$ cat src/sv/cbn_pkg.sv
// Shared types, constants and helpers for the CSMA/CD backoff station.
package cbn_pkg;

  // Field widths
  localparam int unsigned FUNC_W     = 2;
  localparam int unsigned DRAW_W     = 10;
  localparam int unsigned LEN_W      = 11;
  localparam int unsigned ID_W       = 8;
  localparam int unsigned SCALE_W    = 8;
  localparam int unsigned BACKOFF_W  = 18;
  localparam int unsigned SLOTS_W    = 12;
  localparam int unsigned COLL_W     = 4;

  // Stream and register bus widths
  localparam int unsigned S_TDATA_W  = 16;
  localparam int unsigned M_TDATA_W  = 16;
  localparam int unsigned APB_DATA_W = 32;
  localparam int unsigned APB_ADDR_W = 4;

  // Retry limits
  localparam logic [COLL_W-1:0] MAX_ATTEMPTS = 4'd15;
  localparam logic [COLL_W-1:0] BACKOFF_CAP  = 4'd10;

  // Register reset values
  localparam logic [LEN_W-1:0]   MEDIUM_LENGTH_RST = 11'd8;
  localparam logic [ID_W-1:0]    NODE_ID_RST       = 8'd1;
  localparam logic [SCALE_W-1:0] WAIT_SCALE_RST    = 8'd1;

  // Register indexes (word address)
  localparam logic [1:0] REG_MEDIUM_LENGTH = 2'd0;
  localparam logic [1:0] REG_NODE_ID       = 2'd1;
  localparam logic [1:0] REG_WAIT_SCALE    = 2'd2;

  // Event kinds
  typedef enum logic [FUNC_W-1:0] {
    FUNC_TICK      = 2'd0,
    FUNC_FREE      = 2'd1,
    FUNC_COLLISION = 2'd2,
    FUNC_BLOCKED   = 2'd3
  } func_e;

  // Configuration seen by the station core
  typedef struct packed {
    logic [LEN_W-1:0]   medium_length;
    logic [ID_W-1:0]    node_id;
    logic [SCALE_W-1:0] wait_scale;
    logic               length_wr;     // medium_length written at the previous edge
  } cfg_t;

  // One result word
  typedef struct packed {
    logic            gave_up;
    logic            free_ack;
    logic [ID_W-1:0] sent_id;
  } result_t;

  // Station status for checks
  typedef struct packed {
    logic              stopped;
    logic [COLL_W-1:0] collisions;
  } status_t;

  // Low-bit mask of k ones, k up to DRAW_W
  function automatic logic [DRAW_W-1:0] backoff_mask(input logic [COLL_W-1:0] k);
    logic [DRAW_W-1:0] m;
    m = '0;
    for (int i = 0; i < DRAW_W; i++) begin
      m[i] = (COLL_W'(i) < k);
    end
    return m;
  endfunction

endpackage

$ cat src/sv/cbn_apb_regs.sv
// APB configuration registers of the backoff station.
module cbn_apb_regs (
  input  logic                              clk_i,
  input  logic                              rst_ni,
  input  logic                              psel,
  input  logic                              penable,
  input  logic                              pwrite,
  input  logic [cbn_pkg::APB_ADDR_W-1:0]    paddr,
  input  logic [cbn_pkg::APB_DATA_W-1:0]    pwdata,
  output logic [cbn_pkg::APB_DATA_W-1:0]    prdata,
  output logic                              pready,
  output cbn_pkg::cfg_t                     cfg_o
);

  logic [cbn_pkg::LEN_W-1:0]   medium_length_q, medium_length_d;
  logic [cbn_pkg::ID_W-1:0]    node_id_q, node_id_d;
  logic [cbn_pkg::SCALE_W-1:0] wait_scale_q, wait_scale_d;
  logic                        length_wr_q, length_wr_d;
  logic                        wr_en;
  logic [1:0]                  reg_idx;

  assign pready  = 1'b1;
  assign wr_en   = psel & penable & pwrite & pready;
  assign reg_idx = paddr[3:2];

  // Write decode
  always_comb begin
    medium_length_d = medium_length_q;
    node_id_d       = node_id_q;
    wait_scale_d    = wait_scale_q;
    if (wr_en) begin
      unique case (reg_idx)
        cbn_pkg::REG_MEDIUM_LENGTH: medium_length_d = pwdata[cbn_pkg::LEN_W-1:0];
        cbn_pkg::REG_NODE_ID:       node_id_d       = pwdata[cbn_pkg::ID_W-1:0];
        cbn_pkg::REG_WAIT_SCALE:    wait_scale_d    = pwdata[cbn_pkg::SCALE_W-1:0];
        default: ;
      endcase
    end
  end

  // Reload strobe lands once the new length is in its register
  assign length_wr_d = wr_en && (reg_idx == cbn_pkg::REG_MEDIUM_LENGTH);

  always_ff @(posedge clk_i or negedge rst_ni) begin
    if (!rst_ni) begin
      medium_length_q <= cbn_pkg::MEDIUM_LENGTH_RST;
      node_id_q       <= cbn_pkg::NODE_ID_RST;
      wait_scale_q    <= cbn_pkg::WAIT_SCALE_RST;
      length_wr_q     <= 1'b0;
    end else begin
      medium_length_q <= medium_length_d;
      node_id_q       <= node_id_d;
      wait_scale_q    <= wait_scale_d;
      length_wr_q     <= length_wr_d;
    end
  end

  // Read mux
  always_comb begin
    prdata = '0;
    unique case (reg_idx)
      cbn_pkg::REG_MEDIUM_LENGTH: prdata = cbn_pkg::APB_DATA_W'(medium_length_q);
      cbn_pkg::REG_NODE_ID:       prdata = cbn_pkg::APB_DATA_W'(node_id_q);
      cbn_pkg::REG_WAIT_SCALE:    prdata = cbn_pkg::APB_DATA_W'(wait_scale_q);
      default:                    prdata = '0;
    endcase
  end

  // Slot counter reloads when the medium length is written
  assign cfg_o.medium_length = medium_length_q;
  assign cfg_o.node_id       = node_id_q;
  assign cfg_o.wait_scale    = wait_scale_q;
  assign cfg_o.length_wr     = length_wr_q;

endmodule

$ cat src/sv/cbn_core.sv
// Station state and the combinational event update.
module cbn_core (
  input  logic                          clk_i,
  input  logic                          rst_ni,
  input  logic                          step_i,
  input  cbn_pkg::func_e                func_i,
  input  logic [cbn_pkg::DRAW_W-1:0]    draw_i,
  input  cbn_pkg::cfg_t                 cfg_i,
  output cbn_pkg::result_t              result_o,
  output cbn_pkg::status_t              status_o
);

  logic                            stopped_q, stopped_d;
  logic [cbn_pkg::BACKOFF_W-1:0]   backoff_q, backoff_d;
  logic                            coll_seen_q, coll_seen_d;
  logic                            in_coll_q, in_coll_d;
  logic                            blocked_q, blocked_d;
  logic                            delivered_q, delivered_d;
  logic                            final_pass_q, final_pass_d;
  logic [cbn_pkg::SLOTS_W-1:0]     slots_q, slots_d;
  logic [cbn_pkg::COLL_W-1:0]      coll_q, coll_d;

  logic [cbn_pkg::SLOTS_W-1:0]     frame_slots;
  logic [cbn_pkg::BACKOFF_W-1:0]   backoff_dec;
  logic [cbn_pkg::COLL_W-1:0]      coll_inc;
  logic [cbn_pkg::COLL_W-1:0]      exp_k;
  logic [cbn_pkg::DRAW_W-1:0]      draw_masked;
  logic [cbn_pkg::BACKOFF_W-1:0]   backoff_new;

  assign frame_slots = {cfg_i.medium_length, 1'b0};
  assign backoff_dec = (backoff_q != '0) ? backoff_q - 1'b1 : backoff_q;
  assign coll_inc    = (coll_q < cbn_pkg::MAX_ATTEMPTS) ? coll_q + 1'b1 : coll_q;
  assign exp_k       = (coll_inc < cbn_pkg::BACKOFF_CAP) ? coll_inc : cbn_pkg::BACKOFF_CAP;
  assign draw_masked = draw_i & cbn_pkg::backoff_mask(exp_k);
  // 10x8 product fits the 18-bit delay exactly
  assign backoff_new = cbn_pkg::BACKOFF_W'(draw_masked) *
                       cbn_pkg::BACKOFF_W'(cfg_i.wait_scale);

  // Event update
  always_comb begin
    stopped_d    = stopped_q;
    backoff_d    = backoff_q;
    coll_seen_d  = coll_seen_q;
    in_coll_d    = in_coll_q;
    blocked_d    = blocked_q;
    delivered_d  = delivered_q;
    final_pass_d = final_pass_q;
    slots_d      = slots_q;
    coll_d       = coll_q;
    result_o     = '0;

    if (step_i) begin
      unique case (func_i)
        cbn_pkg::FUNC_TICK: begin
          if (!stopped_q) begin
            backoff_d = backoff_dec;
            if (backoff_dec != '0) begin
              // still waiting out the delay
            end else if (in_coll_q) begin
              if (!coll_seen_q) begin
                slots_d     = frame_slots;
                coll_seen_d = 1'b1;
              end
            end else if (blocked_q) begin
              blocked_d = 1'b0;
              backoff_d = cbn_pkg::BACKOFF_W'(1);
            end else if (slots_q != '0) begin
              slots_d          = slots_q - 1'b1;
              result_o.sent_id = cfg_i.node_id;
            end else if (final_pass_q) begin
              stopped_d = 1'b1;
            end
          end
        end
        cbn_pkg::FUNC_FREE: begin
          if (!stopped_q) begin
            if (delivered_q) begin
              delivered_d       = 1'b0;
              final_pass_d      = 1'b1;
              result_o.free_ack = 1'b1;
            end else if (coll_seen_q) begin
              coll_seen_d = 1'b0;
              in_coll_d   = 1'b0;
              coll_d      = coll_inc;
              if (coll_inc >= cbn_pkg::MAX_ATTEMPTS) begin
                stopped_d = 1'b1;
              end else begin
                backoff_d = backoff_new;
              end
            end
          end
        end
        cbn_pkg::FUNC_COLLISION: begin
          in_coll_d = 1'b1;
        end
        cbn_pkg::FUNC_BLOCKED: begin
          blocked_d   = 1'b1;
          delivered_d = 1'b1;
        end
        default: ;
      endcase
      result_o.gave_up = stopped_d;
    end

    // Length write prepares a fresh frame
    if (cfg_i.length_wr) begin
      slots_d = frame_slots;
    end
  end

  always_ff @(posedge clk_i or negedge rst_ni) begin
    if (!rst_ni) begin
      stopped_q    <= 1'b0;
      backoff_q    <= '0;
      coll_seen_q  <= 1'b0;
      in_coll_q    <= 1'b0;
      blocked_q    <= 1'b0;
      delivered_q  <= 1'b0;
      final_pass_q <= 1'b0;
      slots_q      <= {cbn_pkg::MEDIUM_LENGTH_RST, 1'b0};
      coll_q       <= '0;
    end else begin
      stopped_q    <= stopped_d;
      backoff_q    <= backoff_d;
      coll_seen_q  <= coll_seen_d;
      in_coll_q    <= in_coll_d;
      blocked_q    <= blocked_d;
      delivered_q  <= delivered_d;
      final_pass_q <= final_pass_d;
      slots_q      <= slots_d;
      coll_q       <= coll_d;
    end
  end

  assign status_o.stopped    = stopped_q;
  assign status_o.collisions = coll_q;

endmodule

$ cat src/sv/csma_cd_backoff_node_top.sv
// Top level of the CSMA/CD binary exponential backoff station.
// One event word is accepted per clock while the result side is not stalled, and
// yields exactly one result word; the accepting edge loads the input register, and
// the result register is loaded when the core steps the held event, which waits
// while the result register is full and m_axis_tready is low. Back-to-back events
// sustain one word per cycle when the output does not stall. The station state
// update in the core handles one event per clock in a single pass. Configuration
// is written over APB while the stream is idle; writing medium_length also reloads
// the frame slot counter through the registered length_wr strobe.
module csma_cd_backoff_node_top (
  input  logic                              clk_i,
  input  logic                              rst_ni,
  // APB configuration port
  input  logic                              psel,
  input  logic                              penable,
  input  logic                              pwrite,
  input  logic [cbn_pkg::APB_ADDR_W-1:0]    paddr,
  input  logic [cbn_pkg::APB_DATA_W-1:0]    pwdata,
  output logic [cbn_pkg::APB_DATA_W-1:0]    prdata,
  output logic                              pready,
  // Event stream in
  input  logic                              s_axis_tvalid,
  output logic                              s_axis_tready,
  input  logic [cbn_pkg::S_TDATA_W-1:0]     s_axis_tdata,  // [9:0] random_draw
  input  logic [cbn_pkg::FUNC_W-1:0]        s_axis_tuser,  // [1:0] func
  // Result stream out
  output logic                              m_axis_tvalid,
  input  logic                              m_axis_tready,
  output logic [cbn_pkg::M_TDATA_W-1:0]     m_axis_tdata   // [7:0] sent_id, [8] free_ack,
                                                           // [9] gave_up
);

  cbn_pkg::cfg_t               cfg;
  cbn_pkg::result_t            core_res;
  cbn_pkg::status_t            status;

  logic                        in_valid_q, in_valid_d;
  cbn_pkg::func_e              in_func_q, in_func_d;
  logic [cbn_pkg::DRAW_W-1:0]  in_draw_q, in_draw_d;
  logic                        out_valid_q, out_valid_d;
  cbn_pkg::result_t            out_res_q, out_res_d;
  logic                        step;
  logic                        in_load;

  cbn_apb_regs u_regs (
    .clk_i   (clk_i),
    .rst_ni  (rst_ni),
    .psel    (psel),
    .penable (penable),
    .pwrite  (pwrite),
    .paddr   (paddr),
    .pwdata  (pwdata),
    .prdata  (prdata),
    .pready  (pready),
    .cfg_o   (cfg)
  );

  // Held event moves on when the result register is free or draining
  assign step          = in_valid_q && (!out_valid_q || m_axis_tready);
  assign s_axis_tready = !in_valid_q || step;
  assign in_load       = s_axis_tvalid && s_axis_tready;

  cbn_core u_core (
    .clk_i    (clk_i),
    .rst_ni   (rst_ni),
    .step_i   (step),
    .func_i   (in_func_q),
    .draw_i   (in_draw_q),
    .cfg_i    (cfg),
    .result_o (core_res),
    .status_o (status)
  );

  // Input and result registers
  always_comb begin
    in_valid_d  = in_valid_q;
    in_func_d   = in_func_q;
    in_draw_d   = in_draw_q;
    out_valid_d = out_valid_q;
    out_res_d   = out_res_q;
    if (in_load) begin
      in_valid_d = 1'b1;
      in_func_d  = cbn_pkg::func_e'(s_axis_tuser);
      in_draw_d  = s_axis_tdata[cbn_pkg::DRAW_W-1:0];
    end else if (step) begin
      in_valid_d = 1'b0;
    end
    if (step) begin
      out_valid_d = 1'b1;
      out_res_d   = core_res;
    end else if (m_axis_tready) begin
      out_valid_d = 1'b0;
    end
  end

  always_ff @(posedge clk_i or negedge rst_ni) begin
    if (!rst_ni) begin
      in_valid_q  <= 1'b0;
      out_valid_q <= 1'b0;
    end else begin
      in_valid_q  <= in_valid_d;
      out_valid_q <= out_valid_d;
    end
  end

  always_ff @(posedge clk_i) begin
    in_func_q <= in_func_d;
    in_draw_q <= in_draw_d;
    out_res_q <= out_res_d;
  end

  assign m_axis_tvalid = out_valid_q;
  assign m_axis_tdata  = cbn_pkg::M_TDATA_W'(out_res_q);

`ifndef SYNTH
  // A stopped station never resumes
  a_stopped_sticky: assert property (@(posedge clk_i) disable iff (!rst_ni)
    status.stopped |=> status.stopped)
    else $error("station left the stopped state");

  // Collision count only moves when an event is processed
  a_coll_on_step: assert property (@(posedge clk_i) disable iff (!rst_ni)
    !step |=> $stable(status.collisions))
    else $error("collision count changed without an event");

  // A held event is not dropped while the result side stalls
  a_in_held: assert property (@(posedge clk_i) disable iff (!rst_ni)
    in_valid_q && !step |=> in_valid_q && $stable(in_draw_q))
    else $error("held event lost while stalled");

  // No new event is taken while both registers are full and stalled
  a_no_overrun: assert property (@(posedge clk_i) disable iff (!rst_ni)
    in_valid_q && out_valid_q && !m_axis_tready |-> !s_axis_tready)
    else $error("input accepted with pipeline full");
`endif

endmodule
$ cat config.mk
export PLATFORM = sky130hd
export DESIGN_NAME = csma_cd_backoff_node_top
export DESIGN_NICKNAME = d
export VERILOG_FILES = /design/src/sv/cbn_pkg.sv /design/src/sv/cbn_apb_regs.sv /design/src/sv/cbn_core.sv /design/src/sv/csma_cd_backoff_node_top.sv
export SDC_FILE = /design/constraint.sdc
export NUM_CORES = 1
export LEC_CHECK = 0
export ABC_AREA = 1
export BUFFER_PORTS_ARGS = -buffer_cell sky130_fd_sc_hd__buf_2
export CAP_MARGIN = 20
export CORE_MARGIN = 2
export CORE_UTILIZATION = 38
export CTS_BUF_LIST = sky130_fd_sc_hd__clkbuf_8 sky130_fd_sc_hd__clkbuf_16
export CTS_CLUSTER_SIZE = 10
export DETAILED_ROUTE_END_ITERATION = 16
export GPL_TIMING_DRIVEN = 0
export PLACE_DENSITY_LB_ADDON = 0.12
export SYNTH_ARGS = -nofsm -noshare
export SYNTH_HDL_FRONTEND = slang
export SYNTH_HIERARCHICAL = 1
export SYNTH_SLANG_ARGS = --single-unit
$ cat constraint.sdc
create_clock -name clk_i -period 6.8 [get_ports clk_i]
set_input_delay 1.36 -clock clk_i [delete_from_list [all_inputs] [get_ports clk_i]]
set_output_delay 1.36 -clock clk_i [all_outputs]
set_load 0.02 [all_outputs]
==> results of run 1 <==
per-stage QoR:
| stage | cells | hold WS (ns) | total power [µW] | util |
|---|---|---|---|---|
| finish | 1437 | 0.475 | 2010 | 0.433 |
| detailed placement | 1421 | 0.459 | 1520 | 0.419 |
| global route | 1437 | 0.488 | 2170 | 0.433 |
| floorplan | 1090 | 0.440 | 1310 | - |
| CTS | 1437 | 0.477 | 2030 | 0.433 |
| global placement | 1419 | 0.452 | 1510 | 0.417 |
area by class of cell:
type	instances	area [µm²]
buffer	42	313
tap	275	344
sequential	92	2420
clock inverter	6	46.3
inverter	159	597
multi-input combinational	797	4750
clock buffer	10	239
timing repair buffer	56	308
fill	2193	11800
worst min-delay path by stage:
stage | depth (start not counted) | slack, ns | endpoint
6_report | 1 | 0.48 | u_core/final_pass_q
5_1_grt | 1 | 0.49 | u_core/final_pass_q
4_1_cts | 1 | 0.48 | u_core/final_pass_q
3_5_place_dp | 1 | 0.46 | u_core/final_pass_q
3_3_place_gp | 1 | 0.45 | u_core/final_pass_q
2_1_floorplan | 1 | 0.44 | u_core/final_pass_q
routing by layer:
metal  wire (µm)  GRT usage  vias to the layer above
li1            -          -                     3476
met1        9850      0.265                     3218
met2        9820      0.323                      136
met3         780     0.0263                       23
met4         363     0.0562                        0
met5           0          0                        -
sequential cells by signal (all words and copies together), names as in the netlist:
signal	count
u_regs/medium_length_q	11
u_regs/node_id_q	8
u_core/final_pass_q	1
u_regs/length_wr_q	1
m_axis_tvalid	1
u_core/in_coll_q	1
in_valid_q	1
u_core/coll_q	4
u_core/coll_seen_q	1
in_func_q	2
m_axis_tdata	10
u_core/backoff_q	18
in_draw_q	10
u_core/stopped_q	1
u_regs/wait_scale_q	8
u_core/blocked_q	1
u_core/delivered_q	1
u_core/slots_q	12
power breakdown:
part	total (µW)	switching, µW	internal, µW
sequential	798	127	672
combinational	716	474	242
clock	495	233	262
total	2010	834	1180
critical path, stage by stage, from the launching register on:
cell,delay [ns]
dfrtp_1,0.42
ha_1,0.24
nand2_1,0.08
clkinv_1,0.07
nand2_1,0.15
o21ai_1,0.21
nand2_1,0.19
nand2_1,0.09
nor2_1,0.12
inv_1,0.08
o211ai_1,0.58
nor2_1,0.14
fa_1,0.53
fa_1,0.51
fa_1,0.55
inv_1,0.05
fa_1,0.56
inv_1,0.06
ha_1,0.36
a21oi_1,0.16
a21boi_0,0.22
nand3_1,0.22
nand2_1,0.11
nand3_1,0.08
a21oi_1,0.13
o21ai_0,0.14
a22oi_1,0.18
timing repair:
| item | CTS | global route |
|---|---|---|
| endpoints found under the setup margin | 0 | 1 |
| hold endpoints to repair | 0 | 0 |
| hold buffers | 0 | 0 |
| resized for setup | 0 | 1 |
==> metrics.log, run 1 <==
INFO  metric hold_path_class = reg2reg
INFO  metric drv_slew = 0
INFO  metric worst_slack = 0.489 ns
INFO  metric timing.max_slew.rel_slack = 0.406
INFO  metric globalplace.congestion = 0.845
INFO  metric synthesis.yosys.warnings = 6
INFO  metric cts_inserted_buffers = 9
INFO  metric antenna_found_initial = 0
INFO  metric syn_area = 0.00798 mm²
INFO  metric worst_skew_pair.late_latency = 0.35 ns
INFO  metric timing.clock.skew = 0.0116 ns
INFO  metric grt_pass1_wl = 33700 µm
INFO  metric pre_cts_ws = 0.525 ns
INFO  metric via_count_of_the_first_global_routing_pass = 6679
INFO  metric crit_required = 7.06 ns
INFO  metric initial_cell_density_of_the_core = 0.383
INFO  metric worst-setup-path-type = reg2reg
INFO  metric grt_setup_unrepaired = no
INFO  metric reg2reg_depth = 26
INFO  metric final_cell_mix = 285 x nand2_1, 150 x inv_1, 150 x nor2_1
INFO  metric cts_tree = built
INFO  metric worst_setup_path_startpoint = u_core/coll_q[0]
INFO  metric layout-drive-gt1-share = 0.139
INFO  metric tightest_slew = 0.883 ns
INFO  metric finalWorstPathRequiredPeriod = 6.31 ns
INFO  metric rrSetupSlack = 0.49 ns
INFO  metric postRouteWirelength = 20800 µm
INFO  metric drtAntennaViolNets = 0
INFO  metric min_from = u_core/final_pass_q
INFO  metric die-area = 0.0222 mm²
INFO  metric core = 0.0208 mm²
INFO  metric total_number_of_clock_tree_sinks = 92
INFO  metric drt_iter0_drc = 324
INFO  metric post_layout_inst_area = 0.00901 mm²
INFO  metric leakagePower = 0.00476 µW
INFO  metric global_route.usage.total = 0.194
INFO  metric post-cts-setup-buffers = 0
INFO  metric ctsHtreeMaxLevel = 3
INFO  metric port-buffer-count = 54
INFO  metric ir_worst_vdd = 0.000119 V
INFO  metric route.detailed.vias_per_inst = 4.77
INFO  metric tcrit_tclk_final = 0.928
INFO  metric layout-area-overhead-vs-synth = 13.0%
INFO  metric achievable-frequency = 0.158 GHz
INFO  metric die_height = 149 µm
INFO  metric report.final.setup_viol = 0
INFO  metric clock_path_buffers = 2
INFO  metric routed-via-count = 6853
INFO  metric p_per_area = 223 mW/mm²
INFO  metric global_route.overflow_total = 0
INFO  metric reg2reg_from = u_core/coll_q[0]
INFO  metric maxCapViolCount = 0
INFO  metric grt_start_max_net_pins = 50
INFO  metric crit_path_dat = 6.57 ns
INFO  metric drc = 0
INFO  metric ctsRootBufferMaster = clkbuf_16
INFO  metric dpl_cell_area = 0.00872 mm²
INFO  metric netlist_instances = 1065
INFO  metric critical_path_maximum_fanout = 8
INFO  metric startpoint_type = flip-flop
INFO  metric totalNegativeSetupSlack = 0 ns
INFO  metric io-pin-count = 112
INFO  metric routed_wire_length_per_instance = 14.5 µm
INFO  metric worst_setup_hold_path_clk_slew = 0.07 ns
INFO  metric dp_hpwl = 16600 µm
INFO  metric outcome = finished, final reports clean
INFO  metric syn-mean-instance-area = 7.49 µm²
INFO  metric endpoints_failing_hold = 0
INFO  metric nets = 1307
INFO  metric r2r_end = u_core/backoff_q[14]
INFO  metric number_of_antenna_repair_diodes = 0
INFO  metric timing.critical_path.to_type = flip-flop
INFO  metric die_x = 149 µm
INFO  metric worstSetupEndpoint = u_core/backoff_q[14]
INFO  metric layout_commonest_cell = nand2_1
INFO  metric detail_route.first_pass.iterations = 5
INFO  metric core.rowCount = 53
(Power assumes the default switching activity.)
==> run 2, diff against run 1 <==
- PLACE_DENSITY_LB_ADDON: 0.12 -> default
- TNS_END_PERCENT: default -> 10
==> run 2 against run 1 <==
  * Clock skew grew 0.0014 ns
  * Critical endpoint unchanged
  * Largest power group unchanged
  * Clock-buffer cell count shrank 1
  * Cell area is 0.28% lower
  * First-iteration DRC count up 41%
  * Register-to-register slack improved by 0.05 ns
==> metrics.log, run 2 (synthesis gave the netlist of run 1 again) <==
INFO  metric critical_path_maximum_fanout = 8
INFO  metric outcome = finished, final reports clean
INFO  metric total_number_of_clock_tree_sinks = 92
INFO  metric grt_setup_unrepaired = no
INFO  metric crit_path_dat = 6.53 ns
INFO  metric final_cells = 1436
INFO  metric totalNegativeSetupSlack = 0 ns
INFO  metric timing.critical_path.slowest_stage_cell = o211ai_1
INFO  metric layout-area-overhead-vs-synth = 12.7%
INFO  metric maxCapViolCount = 0
INFO  metric drt_iter0_drc = 457
INFO  metric leakagePower = 0.00475 µW
INFO  metric worst-path-buf-inv = 4
INFO  metric worst-setup-path-type = reg2reg
INFO  metric final_cell_mix = 285 x nand2_1, 150 x inv_1, 150 x nor2_1
INFO  metric drtAntennaViolNets = 0
INFO  metric post-cts-setup-buffers = 0
INFO  metric total_power = 1980 µW
INFO  metric worst_setup_hold_path_clk_slew = 0.07 ns
INFO  metric cts_inserted_buffers = 9
INFO  metric drc = 0
INFO  metric cts.repair.resized = 0
INFO  metric finalWorstPathRequiredPeriod = 6.26 ns
INFO  metric post_cts_hold_buffer_count = 0
INFO  metric tightest_slew = 0.929 ns
INFO  metric timing.max_slew.rel_slack = 0.380
INFO  metric globalplace.congestion = 0.894
INFO  metric layout_commonest_cell = nand2_1
INFO  metric largest_register = u_core/backoff_q
INFO  metric grt_start_max_net_pins = 59
INFO  metric postRouteWirelength = 20100 µm
INFO  metric crit_required = 7.07 ns
INFO  metric timing.critical_path.to_type = flip-flop
INFO  metric detail_route.first_pass.iterations = 5
INFO  metric routed_wire_length_per_instance = 14.0 µm
INFO  metric critical-path-max-stage-delay = 0.59 ns
INFO  metric p_per_area = 220 mW/mm²
INFO  metric die_height = 149 µm
INFO  metric core = 0.0208 mm²
INFO  metric initial_cell_density_of_the_core = 0.383
INFO  metric port-buffer-count = 54
INFO  metric dp_hpwl = 16000 µm
INFO  metric number_of_antenna_repair_diodes = 0
INFO  metric layout-drive-gt1-share = 0.138
INFO  metric nets = 1306
INFO  metric endpoints_failing_hold = 0
INFO  metric post_layout_inst_area = 0.00899 mm²
INFO  metric die_x = 149 µm
INFO  metric timing.clock.skew = 0.0129 ns
INFO  metric cp_most_frequent_cell = nand2_1
INFO  metric placedCellCount = 1420
INFO  metric hold_path_class = reg2reg
INFO  metric drv_slew = 0
INFO  metric nFillCells = 2185
INFO  metric route.detailed.vias_per_inst = 4.88
INFO  metric ctsRootBufferMaster = clkbuf_16
INFO  metric die-area = 0.0222 mm²
INFO  metric core.rowCount = 53
INFO  metric grt_pass1_wl = 33100 µm
INFO  metric dpl_cell_area = 0.00872 mm²
INFO  metric worst_skew_pair.late_latency = 0.35 ns
INFO  metric ir_worst_vdd = 0.000131 V
INFO  metric largestRegisters = u_core/backoff_q (18), u_core/slots_q (12), u_regs/medium_length_q (11)
INFO  metric largest_register_ffs = 18
INFO  metric startpoint_type = flip-flop
INFO  metric routed-via-count = 7011
INFO  metric report.final.setup_viol = 0
INFO  metric antenna_found_initial = 0
INFO  metric global_route.usage.total = 0.187
INFO  metric achievable-frequency = 0.160 GHz
INFO  metric cpLargestDelayFamily = adder cells
INFO  metric cts_tree = built
INFO  metric clock_path_buffers = 2
INFO  metric tcrit_tclk_final = 0.921
INFO  metric io-pin-count = 112
INFO  metric global_route.overflow_total = 0
INFO  metric via_count_of_the_first_global_routing_pass = 6713
INFO  metric ctsHtreeMaxLevel = 3
## run 2: worst reg2reg max path, cell delays in order (launching register included)
cell and delay [ns]:
dfrtp_1 0.42, ha_1 0.25, nand2_1 0.08, clkinv_1 0.07, nand2_1 0.16, o21ai_1 0.19
nand2_1 0.17, nand2_1 0.08, nor2_1 0.13, inv_1 0.09, o211ai_1 0.59, nor2_1 0.14
fa_1 0.54, fa_1 0.52, fa_1 0.54, inv_1 0.05, fa_1 0.56, inv_1 0.05
ha_1 0.36, a21oi_1 0.16, a21boi_0 0.21, nand3_1 0.22, nand2_1 0.11, nand3_1 0.08
a21oi_1 0.13, o21ai_0 0.13, a22oi_1 0.15
## run 2: per-stage QoR
step | setup WS [ns] | hold WS, ns | utilization
after global placement | 0.679 | 0.450 | 0.417
final | 0.536 | 0.474 | 0.432
after floorplan | 1.44 | 0.440 | -
after CTS | 0.594 | 0.475 | 0.432
after global routing | 0.101 | 0.506 | 0.432
after detailed placement | 0.621 | 0.460 | 0.419
## run 2: worst paths after layout
| check | from | end | slack [ns] | cells after the start |
|---|---|---|---|---|
| max | u_core/coll_q[0] | u_core/backoff_q[14] | 0.54 | 26 |
| min | u_core/final_pass_q | u_core/final_pass_q | 0.47 | 1 |
| max reg2reg | u_core/coll_q[0] | u_core/backoff_q[14] | 0.54 | 26 |
| min reg2reg | u_core/final_pass_q | u_core/final_pass_q | 0.47 | 1 |
| max in group asynchronous | rst_ni | u_regs/wait_scale_q[0] | 5.32 | 2 |
| min in group asynchronous | rst_ni | u_core/backoff_q[12] | 0.86 | 1 |
## run 2: layer usage
metal  GRT usage  wire length (µm)
met3      0.0260              1000
met2       0.308              9420
met4      0.0571               456
met5           0                 0
met1       0.257              9260
## run 2: layout make-up
type	instances	area [µm²]	area share
multi-input combinational	797	4750	0.528
sequential	92	2420	0.269
inverter	159	597	0.0664
tap	275	344	0.0383
buffer	42	313	0.0348
timing repair buffer	55	300	0.0334
clock buffer	9	225	0.0251
clock inverter	7	42.5	0.00473
## run 2: report_power, final
| part | leakage (µW) | switching [µW] | total, µW | internal (µW) |
|---|---|---|---|---|
| logic | 0.00354 | 470 | 710 | 241 |
| registers | 0.00107 | 128 | 800 | 672 |
| clock network | 0.000141 | 223 | 470 | 247 |
| total | 0.00475 | 821 | 1980 | 1160 |
